$ cat src/design/assert_macros.svh
// Assertion helpers shared by the timer modules.
`ifndef ASSERT_MACROS_SVH
`define ASSERT_MACROS_SVH

// Checked at every rising edge while reset is low.
`define CTMR_ASSERT(name, clk, rst, prop) \
   name: assert property (@(posedge clk) disable iff (rst) prop) \
      else $error("timer assertion failed");

// Checked at every rising edge, reset included.
`define CTMR_ASSERT_ALWAYS(name, clk, prop) \
   name: assert property (@(posedge clk) prop) \
      else $error("timer assertion failed");

`endif

$ cat src/design/ctmr_pkg.sv
`default_nettype none

package ctmr_pkg;

   localparam int PRESET_W    = 10;
   localparam int TENTHS_W    = 4;
   localparam int ALARM_SEC_W = 3;
   localparam int CSR_INDEX_W = 1;
   localparam int CSR_DATA_W  = 10;

   localparam logic [PRESET_W-1:0]    LONG_PRESET_RESET  = 10'd240;
   localparam logic [PRESET_W-1:0]    SHORT_PRESET_RESET = 10'd120;
   localparam logic [TENTHS_W-1:0]    LAST_TENTH         = 4'd9;
   localparam logic [TENTHS_W-1:0]    BLINK_LAST_TENTH   = 4'd5;
   localparam logic [ALARM_SEC_W-1:0] ALARM_SECONDS      = 3'd5;

   // Register indexes of the configuration port.
   localparam logic [CSR_INDEX_W-1:0] CSR_LONG_PRESET  = 1'b0;
   localparam logic [CSR_INDEX_W-1:0] CSR_SHORT_PRESET = 1'b1;

   // Button positions in the held-button vector.
   localparam int BTN_SWAP    = 0;
   localparam int BTN_RELOAD  = 1;
   localparam int BTN_RUN     = 2;
   localparam int BTN_CAPTURE = 3;

   typedef enum logic [1:0] {
      MODE_PAUSE = 2'd0,
      MODE_RUN   = 2'd1,
      MODE_WARN  = 2'd2,
      MODE_END   = 2'd3
   } mode_type;

   typedef struct packed {
      logic swap_button;
      logic reload_button;
      logic run_button;
      logic capture_button;
   } ctmr_req_type;

   typedef struct packed {
      logic [PRESET_W-1:0] remaining_time;
      logic [PRESET_W-1:0] captured_time;
      logic [1:0]          run_mode;
      logic                alarm_on;
   } ctmr_rsp_type;

endpackage

`default_nettype wire

$ cat src/design/ctmr_core.sv
`default_nettype none

`include "assert_macros.svh"

module ctmr_core import ctmr_pkg::*; (
   input  wire logic                   clock,
   input  wire logic                   reset,
   input  wire logic                   accept,
   input  wire ctmr_req_type           req_data,
   input  wire logic                   csr_write_en,
   input  wire logic [CSR_INDEX_W-1:0] csr_index,
   input  wire logic [CSR_DATA_W-1:0]  csr_wdata,
   output ctmr_rsp_type                result
);

   logic [PRESET_W-1:0]    long_preset_ff,  long_preset_in;
   logic [PRESET_W-1:0]    short_preset_ff, short_preset_in;
   mode_type               mode_ff,         mode_in;
   logic [PRESET_W-1:0]    time_ff,         time_in;
   logic [PRESET_W-1:0]    captured_ff,     captured_in;
   logic [TENTHS_W-1:0]    tenths_ff,       tenths_in;
   logic [ALARM_SEC_W-1:0] alarm_sec_ff,    alarm_sec_in;
   logic                   short_sel_ff,    short_sel_in;
   logic [3:0]             buttons_ff,      buttons_in;

   logic [3:0]          held;
   logic [3:0]          released;
   logic                reload;
   logic                wrap;
   logic                time_zero;
   logic                count_down;
   logic [PRESET_W-1:0] time_cnt;
   mode_type            mode_cnt;

   assign held[BTN_SWAP]    = req_data.swap_button;
   assign held[BTN_RELOAD]  = req_data.reload_button;
   assign held[BTN_RUN]     = req_data.run_button;
   assign held[BTN_CAPTURE] = req_data.capture_button;

   // A button acts when it goes from held to not held.
   assign released   = buttons_ff & ~held;
   assign reload     = released[BTN_SWAP] | released[BTN_RELOAD];
   assign wrap       = (tenths_ff >= LAST_TENTH);
   assign time_zero  = (time_ff == '0);
   assign count_down = (mode_ff == MODE_RUN) && !time_zero;
   assign time_cnt   = count_down ? time_ff - PRESET_W'(1) : time_ff;

   // Configuration registers.
   always_comb begin
      long_preset_in  = long_preset_ff;
      short_preset_in = short_preset_ff;
      if (csr_write_en) begin
         case (csr_index)
            CSR_LONG_PRESET:  long_preset_in  = csr_wdata[PRESET_W-1:0];
            CSR_SHORT_PRESET: short_preset_in = csr_wdata[PRESET_W-1:0];
            default: ;
         endcase
      end
   end

   // Mode next state: countdown effects first, then the buttons.
   always_comb begin
      mode_cnt = mode_ff;
      if (wrap && (mode_ff == MODE_WARN) && (alarm_sec_ff >= ALARM_SECONDS)) begin
         mode_cnt = MODE_END;
      end
      if ((mode_ff == MODE_RUN) && time_zero) begin
         mode_cnt = MODE_WARN;
      end
      mode_in = mode_cnt;
      if (reload) begin
         mode_in = MODE_PAUSE;
      end else if (released[BTN_RUN]) begin
         case (mode_cnt)
            MODE_RUN:   mode_in = MODE_PAUSE;
            MODE_PAUSE: mode_in = MODE_RUN;
            default:    mode_in = mode_cnt;
         endcase
      end
   end

   // Counters and captured time.
   always_comb begin
      if (reload || wrap) begin
         tenths_in = '0;
      end else begin
         tenths_in = tenths_ff + TENTHS_W'(1);
      end

      if ((mode_ff == MODE_RUN) && time_zero) begin
         alarm_sec_in = '0;
      end else if (wrap && (mode_ff == MODE_WARN) && (alarm_sec_ff < ALARM_SECONDS)) begin
         alarm_sec_in = alarm_sec_ff + ALARM_SEC_W'(1);
      end else begin
         alarm_sec_in = alarm_sec_ff;
      end

      short_sel_in = short_sel_ff ^ released[BTN_SWAP];
      buttons_in   = held;

      if (reload) begin
         time_in     = short_sel_in ? short_preset_ff : long_preset_ff;
         captured_in = '0;
      end else begin
         time_in     = time_cnt;
         captured_in = released[BTN_CAPTURE] ? time_cnt : captured_ff;
      end
   end

   // Result of the tick, taken from the state after the update.
   always_comb begin
      result.remaining_time = time_in;
      result.captured_time  = captured_in;
      result.run_mode       = mode_in;
      result.alarm_on       = (mode_in == MODE_WARN) && (alarm_sec_in < ALARM_SECONDS) &&
                              (tenths_in <= BLINK_LAST_TENTH);
   end

   always_ff @(posedge clock) begin
      if (reset) begin
         long_preset_ff  <= LONG_PRESET_RESET;
         short_preset_ff <= SHORT_PRESET_RESET;
      end else begin
         long_preset_ff  <= long_preset_in;
         short_preset_ff <= short_preset_in;
      end
   end

   always_ff @(posedge clock) begin
      if (reset) begin
         mode_ff      <= MODE_PAUSE;
         time_ff      <= LONG_PRESET_RESET;
         captured_ff  <= '0;
         tenths_ff    <= '0;
         alarm_sec_ff <= '0;
         short_sel_ff <= 1'b0;
         buttons_ff   <= '0;
      end else if (accept) begin
         mode_ff      <= mode_in;
         time_ff      <= time_in;
         captured_ff  <= captured_in;
         tenths_ff    <= tenths_in;
         alarm_sec_ff <= alarm_sec_in;
         short_sel_ff <= short_sel_in;
         buttons_ff   <= buttons_in;
      end
   end

   `CTMR_ASSERT(a_alarm_sec_bounded, clock, reset, alarm_sec_ff <= ALARM_SECONDS)
   `CTMR_ASSERT(a_tenths_bounded, clock, reset, tenths_ff <= LAST_TENTH)
   `CTMR_ASSERT(a_alarm_modes_at_zero, clock, reset, ((mode_ff == MODE_WARN) || (mode_ff == MODE_END)) |-> time_zero)

endmodule

`default_nettype wire

$ cat src/design/ctmr_out_buf.sv
`default_nettype none

`include "assert_macros.svh"

module ctmr_out_buf import ctmr_pkg::*; (
   input  wire logic         clock,
   input  wire logic         reset,
   input  wire logic         push,
   input  wire ctmr_rsp_type push_data,
   output logic              push_ready,
   output logic              rsp_valid,
   input  wire logic         rsp_ready,
   output ctmr_rsp_type      rsp_data
);

   logic         main_valid_ff, main_valid_in;
   logic         skid_valid_ff, skid_valid_in;
   ctmr_rsp_type main_data_ff,  main_data_in;
   ctmr_rsp_type skid_data_ff,  skid_data_in;
   logic         pop;

   assign pop        = main_valid_ff && rsp_ready;
   assign push_ready = !skid_valid_ff;
   assign rsp_valid  = main_valid_ff;
   assign rsp_data   = main_data_ff;

   always_comb begin
      main_valid_in = main_valid_ff;
      skid_valid_in = skid_valid_ff;
      main_data_in  = main_data_ff;
      skid_data_in  = skid_data_ff;
      if (!main_valid_ff || pop) begin
         if (skid_valid_ff) begin
            main_data_in  = skid_data_ff;
            main_valid_in = 1'b1;
            skid_valid_in = 1'b0;
         end else if (push) begin
            main_data_in  = push_data;
            main_valid_in = 1'b1;
         end else begin
            main_valid_in = 1'b0;
         end
      end else if (push) begin
         skid_data_in  = push_data;
         skid_valid_in = 1'b1;
      end
   end

   always_ff @(posedge clock) begin
      if (reset) begin
         main_valid_ff <= 1'b0;
         skid_valid_ff <= 1'b0;
      end else begin
         main_valid_ff <= main_valid_in;
         skid_valid_ff <= skid_valid_in;
      end
   end

   always_ff @(posedge clock) begin
      main_data_ff <= main_data_in;
      skid_data_ff <= skid_data_in;
   end

   `CTMR_ASSERT(a_skid_needs_main, clock, reset, skid_valid_ff |-> main_valid_ff)
   `CTMR_ASSERT(a_stall_push_to_skid, clock, reset, (main_valid_ff && !rsp_ready && push) |=> skid_valid_ff)
   `CTMR_ASSERT(a_skid_drains, clock, reset, (skid_valid_ff && rsp_ready) |=> !skid_valid_ff)

endmodule

`default_nettype wire

$ cat src/design/countdown_timer_with_alarm_unit.sv
`default_nettype none

// Shot-clock countdown timer with alarm. Every transfer on the req_ channel is one
// 100 ms tick carrying the held levels of four buttons, and each tick yields exactly
// one transfer on the rsp_ channel showing the state after that tick: the remaining
// time, the last captured time, the run mode (pause, running, warning, ended) and the
// alarm drive. Buttons act on release: swap toggles between the long and short preset
// and reloads, reload reloads, run toggles running and pause, and capture latches the
// remaining time. A reload wins over every other release in the same tick. After the
// countdown reaches zero the alarm blinks for the first six tenths of each second for
// five seconds, then the mode goes to ended until the next reload. The two presets are
// written through the csr_ port (index 0 long, index 1 short) and take effect at the
// next reload. One tick is accepted every clock cycle while req_ready is high: the whole
// state update is a few narrow counters and compares in combinational logic, and a
// two-entry output buffer lets a new tick in while a finished result still waits on
// rsp_ready. With rsp_ready high, each result is offered on rsp_ in the cycle after its tick.

module countdown_timer_with_alarm_unit import ctmr_pkg::*; (
   input  wire logic                   clock,
   input  wire logic                   reset,
   input  wire logic                   req_valid,
   output logic                        req_ready,
   input  wire ctmr_req_type           req_data,
   output logic                        rsp_valid,
   input  wire logic                   rsp_ready,
   output ctmr_rsp_type                rsp_data,
   input  wire logic                   csr_write_en,
   input  wire logic [CSR_INDEX_W-1:0] csr_index,
   input  wire logic [CSR_DATA_W-1:0]  csr_wdata
);

   logic         accept;
   ctmr_rsp_type tick_result;

   // The state advances only on a tick transfer.
   assign accept = req_valid && req_ready;

   ctmr_core u_core (
      .clock        (clock),
      .reset        (reset),
      .accept       (accept),
      .req_data     (req_data),
      .csr_write_en (csr_write_en),
      .csr_index    (csr_index),
      .csr_wdata    (csr_wdata),
      .result       (tick_result)
   );

   // The result is registered here; the skid entry takes one more result while the
   // output stalls, and req_ready drops while that entry is full.
   ctmr_out_buf u_out_buf (
      .clock      (clock),
      .reset      (reset),
      .push       (accept),
      .push_data  (tick_result),
      .push_ready (req_ready),
      .rsp_valid  (rsp_valid),
      .rsp_ready  (rsp_ready),
      .rsp_data   (rsp_data)
   );

endmodule

`default_nettype wire
$ cat config.mk
export PLATFORM = sky130hd
export DESIGN_NAME = countdown_timer_with_alarm_unit
export DESIGN_NICKNAME = d
export VERILOG_FILES = /design/src/design/ctmr_pkg.sv /design/src/design/ctmr_core.sv /design/src/design/ctmr_out_buf.sv /design/src/design/countdown_timer_with_alarm_unit.sv
export VERILOG_INCLUDE_DIRS = /design/src /design/src/design
export SDC_FILE = /design/constraint.sdc
export NUM_CORES = 1
export LEC_CHECK = 0
export BUFFER_PORTS_ARGS = -buffer_cell sky130_fd_sc_hd__clkbuf_2
export CAP_MARGIN = 10
export CELL_PAD_IN_SITES_DETAIL_PLACEMENT = 1
export CELL_PAD_IN_SITES_GLOBAL_PLACEMENT = 2
export CORE_UTILIZATION = 39
export CTS_CLUSTER_SIZE = 40
export DETAILED_ROUTE_END_ITERATION = 10
export HOLD_SLACK_MARGIN = 0.08
export PLACE_DENSITY = 0.77
export SETUP_SLACK_MARGIN = 0.5
export SYNTH_ARGS = -nofsm -noshare
export SYNTH_HDL_FRONTEND = slang
export SYNTH_HIERARCHICAL = 1
export SYNTH_SLANG_ARGS = --single-unit
$ cat constraint.sdc
create_clock -name clock -period 3.78 [get_ports clock]
set_clock_uncertainty 0.1 [all_clocks]
set_input_delay 0.756 -clock clock [delete_from_list [all_inputs] [get_ports clock]]
set_output_delay 0.756 -clock clock [all_outputs]
set_load 0.005 [all_outputs]
==> results_dict.tcl <==
set metrics [dict create \
    cts_htree_levels 3 \
    netlist_area_mm2 0.00496 \
    sequential_area_share_after_synthesis 0.504 \
    fin_util 0.457 \
    via_count_of_the_first_global_routing_pass 3823 \
    cts_inserted_buffers 9 \
    horizontal_extent_of_the_die_um 115 \
    flow.area_growth_from_synthesis_pct 12.4 \
    routed_via_density 5.41 \
    cp_max_fo 8 \
    startpoint_type "flip-flop" \
    root_buffer "sky130_fd_sc_hd__clkbuf_16" \
    netlist_top_cells_area "sky130_fd_sc_hd__edfxtp_1 28%, sky130_fd_sc_hd__dfxtp_1 23%, sky130_fd_sc_hd__mux2_4 5.4%, sky130_fd_sc_hd__nand2_1 4.5%, sky130_fd_sc_hd__mux2i_1 3.4%" \
    worst_path_max_delay_cell "sky130_fd_sc_hd__nor3b_1" \
    crit_family "simple AND/OR/NAND/NOR gates" \
    insertion_delay_ns 0.36 \
    synth_cell_types 66 \
    nNetsFinal 542 \
    cts_resized 0 \
    grt.met2_usage 0.343 \
    initialDrtViolationCount 207 \
    maximum_number_of_pins_on_one_net_before_global_route_repair 37 \
    post_syn_instances 480 \
    starting_density_of_the_core 0.406 \
    post-synth-top-count-cell "sky130_fd_sc_hd__nand2_1" \
    min_period_ns 3.02 \
    number_of_warning_messages_in_the_yosys_log 6 \
    critPathBufInv 1 \
    crit_path_end_kind "flip-flop" \
    synth-seq-cells 102 \
    dpl.hpwl_um 8860 \
    syn_nets 506 \
    slowest_delay_ns 0.59 \
    grt_setup_unrepaired "no" \
    grt_busiest_layer "met2" \
    syn-mean-instance-area_um2 10.3 \
    fill_cell_count 1377 \
    std_cell_rows 40 \
    post-cts-setup-buffer-count 0 \
    num_vias 3729 \
    global_route.usage.total 0.209 \
    hold_viol_final 0 \
    run_status "complete, no violations" \
    drive_gt1_frac 0.209 \
    core_area_mm2 0.0122 \
    die_h_um 115 \
    hold_class "reg -> reg" \
    boundary_pins 45 \
    fmaxAchievable_mhz 331 \
    timing.critical_path.cells "inv_1 > ha_1 > nor3b_1 > a311oi_2 > xnor2_1 > a21oi_1 > mux2_4" \
    antenna_left 0 \
    grt_util_met1 0.275 \
    type_of_the_worst_setup_path "reg -> reg" \
    cts-hold-fix-buffers 0 \
    globalRouteMet3Util 0.0459 \
    grt_first_pass_wirelength_um 20600 \
    timing.final.max_slew_violations 0 \
    worst_ep_arrival_time_ns 3.03 \
    yosys-top-cells-count "60 x sky130_fd_sc_hd__nand2_1, 56 x sky130_fd_sc_hd__dfxtp_1, 46 x sky130_fd_sc_hd__edfxtp_1, 37 x sky130_fd_sc_hd__nor2_1, 33 x sky130_fd_sc_hd__a21oi_1" \
    die-area_mm2 0.0132 \
    antenna_found_initial 0 \
    max_slew_margin 0.268 \
    synth_flop_cell "sky130_fd_sc_hd__dfxtp_1" \
    buffer_ports.inserted 44 \
    drc_errors 0 \
    post_synth_top_area_share 0.278 \
    peakVddDrop_uv 162 \
    share_of_the_cycle_needed_by_the_critical_path_after_routing 0.799 \
    detail_route.first_pass.iterations 4 \
    drv.max_cap_violation_count 0 \
    gpl.final_weighted_congestion 0.795 \
    worst_endpoint_required_time_ns 3.79 \
    share_of_flip_flops_with_an_asynchronous_set_or_reset_after_synthesis 0 \
    fin_setup_tns_ns 0 \
    overflow 0 \
    cts_tree "done" \
    cell_taking_the_most_area_after_synthesis "sky130_fd_sc_hd__edfxtp_1" \
    synth-edff-count 46 \
    routed_wl_um 12600 \
    wl_per_cell_um 18.3 \
    clock_path_buffers 2 \
    cts.clk_slew.worst_paths_ns 0.07 \
    power_per_cell_area_mw_per_mm2 424 \
    setup_viol 0 \
    worst-slew-pin-transition_ns 1.10 \
    total_leakage_power_nw 2.13 \
    antennaDiodeCount 0 \
    tritoncts_num_sinks 102 \
]
[final cells by class]
| cell class | instances | area (um2) | share of cell area |
|---|---|---|---|
| clock buffers | 12 | 236 | 0.0424 |
| clock inverters | 4 | 31.3 | 0.00561 |
| inverters | 17 | 63.8 | 0.0114 |
| multi-input cells | 331 | 2230 | 0.400 |
| flip-flops and latches | 102 | 2500 | 0.449 |
| well taps | 168 | 210 | 0.0377 |
| repair buffers | 55 | 303 | 0.0543 |
[cells in the final DEF (no fill, tap or decap), types with 16 or more instances in the layout]
master	synthesis	final
sky130_fd_sc_hd__mux2i_1	17	17
sky130_fd_sc_hd__edfxtp_1	46	46
sky130_fd_sc_hd__nor2_1	37	37
sky130_fd_sc_hd__inv_1	16	16
sky130_fd_sc_hd__a21oi_1	33	32
sky130_fd_sc_hd__dfxtp_1	56	56
sky130_fd_sc_hd__mux2_4	18	18
sky130_fd_sc_hd__o21ai_0	18	18
sky130_fd_sc_hd__nand2_1	60	60
sky130_fd_sc_hd__clkbuf_2	0	44
sky130_fd_sc_hd__nand3_1	20	20
[registers in the layout, summed over array words and instances (netlist names)]
name                     count
u_core/captured_ff          10
u_core/time_ff              10
u_core/mode_ff               2
u_core/buttons_ff            4
u_core/alarm_sec_ff          3
u_core/short_sel_ff          1
u_out_buf/skid_valid_ff      1
u_out_buf/skid_data_ff      23
u_core/tenths_ff             4
u_out_buf/rsp_valid          1
u_core/short_preset_ff      10
u_out_buf/rsp_data          23
u_core/long_preset_ff       10
[tightest hold or removal path, stage by stage, from the launching register on]
cell	delay, ns
sky130_fd_sc_hd__dfxtp_1	0.31
sky130_fd_sc_hd__nand2_1	0.05
sky130_fd_sc_hd__a21oi_1	0.05
[logic make-up (layout without fill, tap and decap cells)]
family	Yosys count	in the layout	synth area share
DFF	102	102	0.504
adders and majority gates	6	6	0.0151
and+or+nand+nor	176	176	0.180
xor gates and xnor gates	5	5	0.00883
buffers and inverters	47	88	0.0467
AOI/OAI and AO/OA	99	99	0.133
muxes	45	45	0.111
[through the flow]
stage	instances	hold WS [ns]	power, mW	setup slack [ns]	area, um2
after floorplan	480	0.333	1.43	1.13	4960
after global placement	673	0.350	1.52	0.816	5310
after detailed placement	673	0.348	1.53	0.714	5310
after CTS	689	0.358	2.40	0.814	5580
after global routing	689	0.392	2.47	0.614	5580
final	689	0.357	2.36	0.761	5580
[path summary, 6_finish.rpt]
| check | startpoint | endpoint | slack (ns) | depth (start not counted) |
|---|---|---|---|---|
| max | u_core/time_ff[0] | u_out_buf/rsp_data[16] | 0.76 | 7 |
| max reg2reg | u_core/time_ff[0] | u_out_buf/rsp_data[16] | 0.76 | 7 |
| min reg2reg | u_core/short_preset_ff[0] | u_core/short_preset_ff[0] | 0.36 | 2 |
| min | u_core/short_preset_ff[0] | u_core/short_preset_ff[0] | 0.36 | 2 |
[report_power, final]
| group | total, mW | switching (mW) | internal, mW |
|---|---|---|---|
| sequential | 1.24 | 0.0354 | 1.21 |
| combinational | 0.262 | 0.157 | 0.105 |
| clock | 0.858 | 0.407 | 0.451 |
[layer usage]
metal | routed length (um) | share of wire | vias up
met2 | 6050 | 0.48 | 58
met3 | 347 | 0.028 | 14
met1 | 6010 | 0.48 | 1838
met4 | 172 | 0.014 | 0
met5 | 0 | 0 | -
li1 | - | - | 1819
Note: power is estimated with default switching activity, not from simulation.
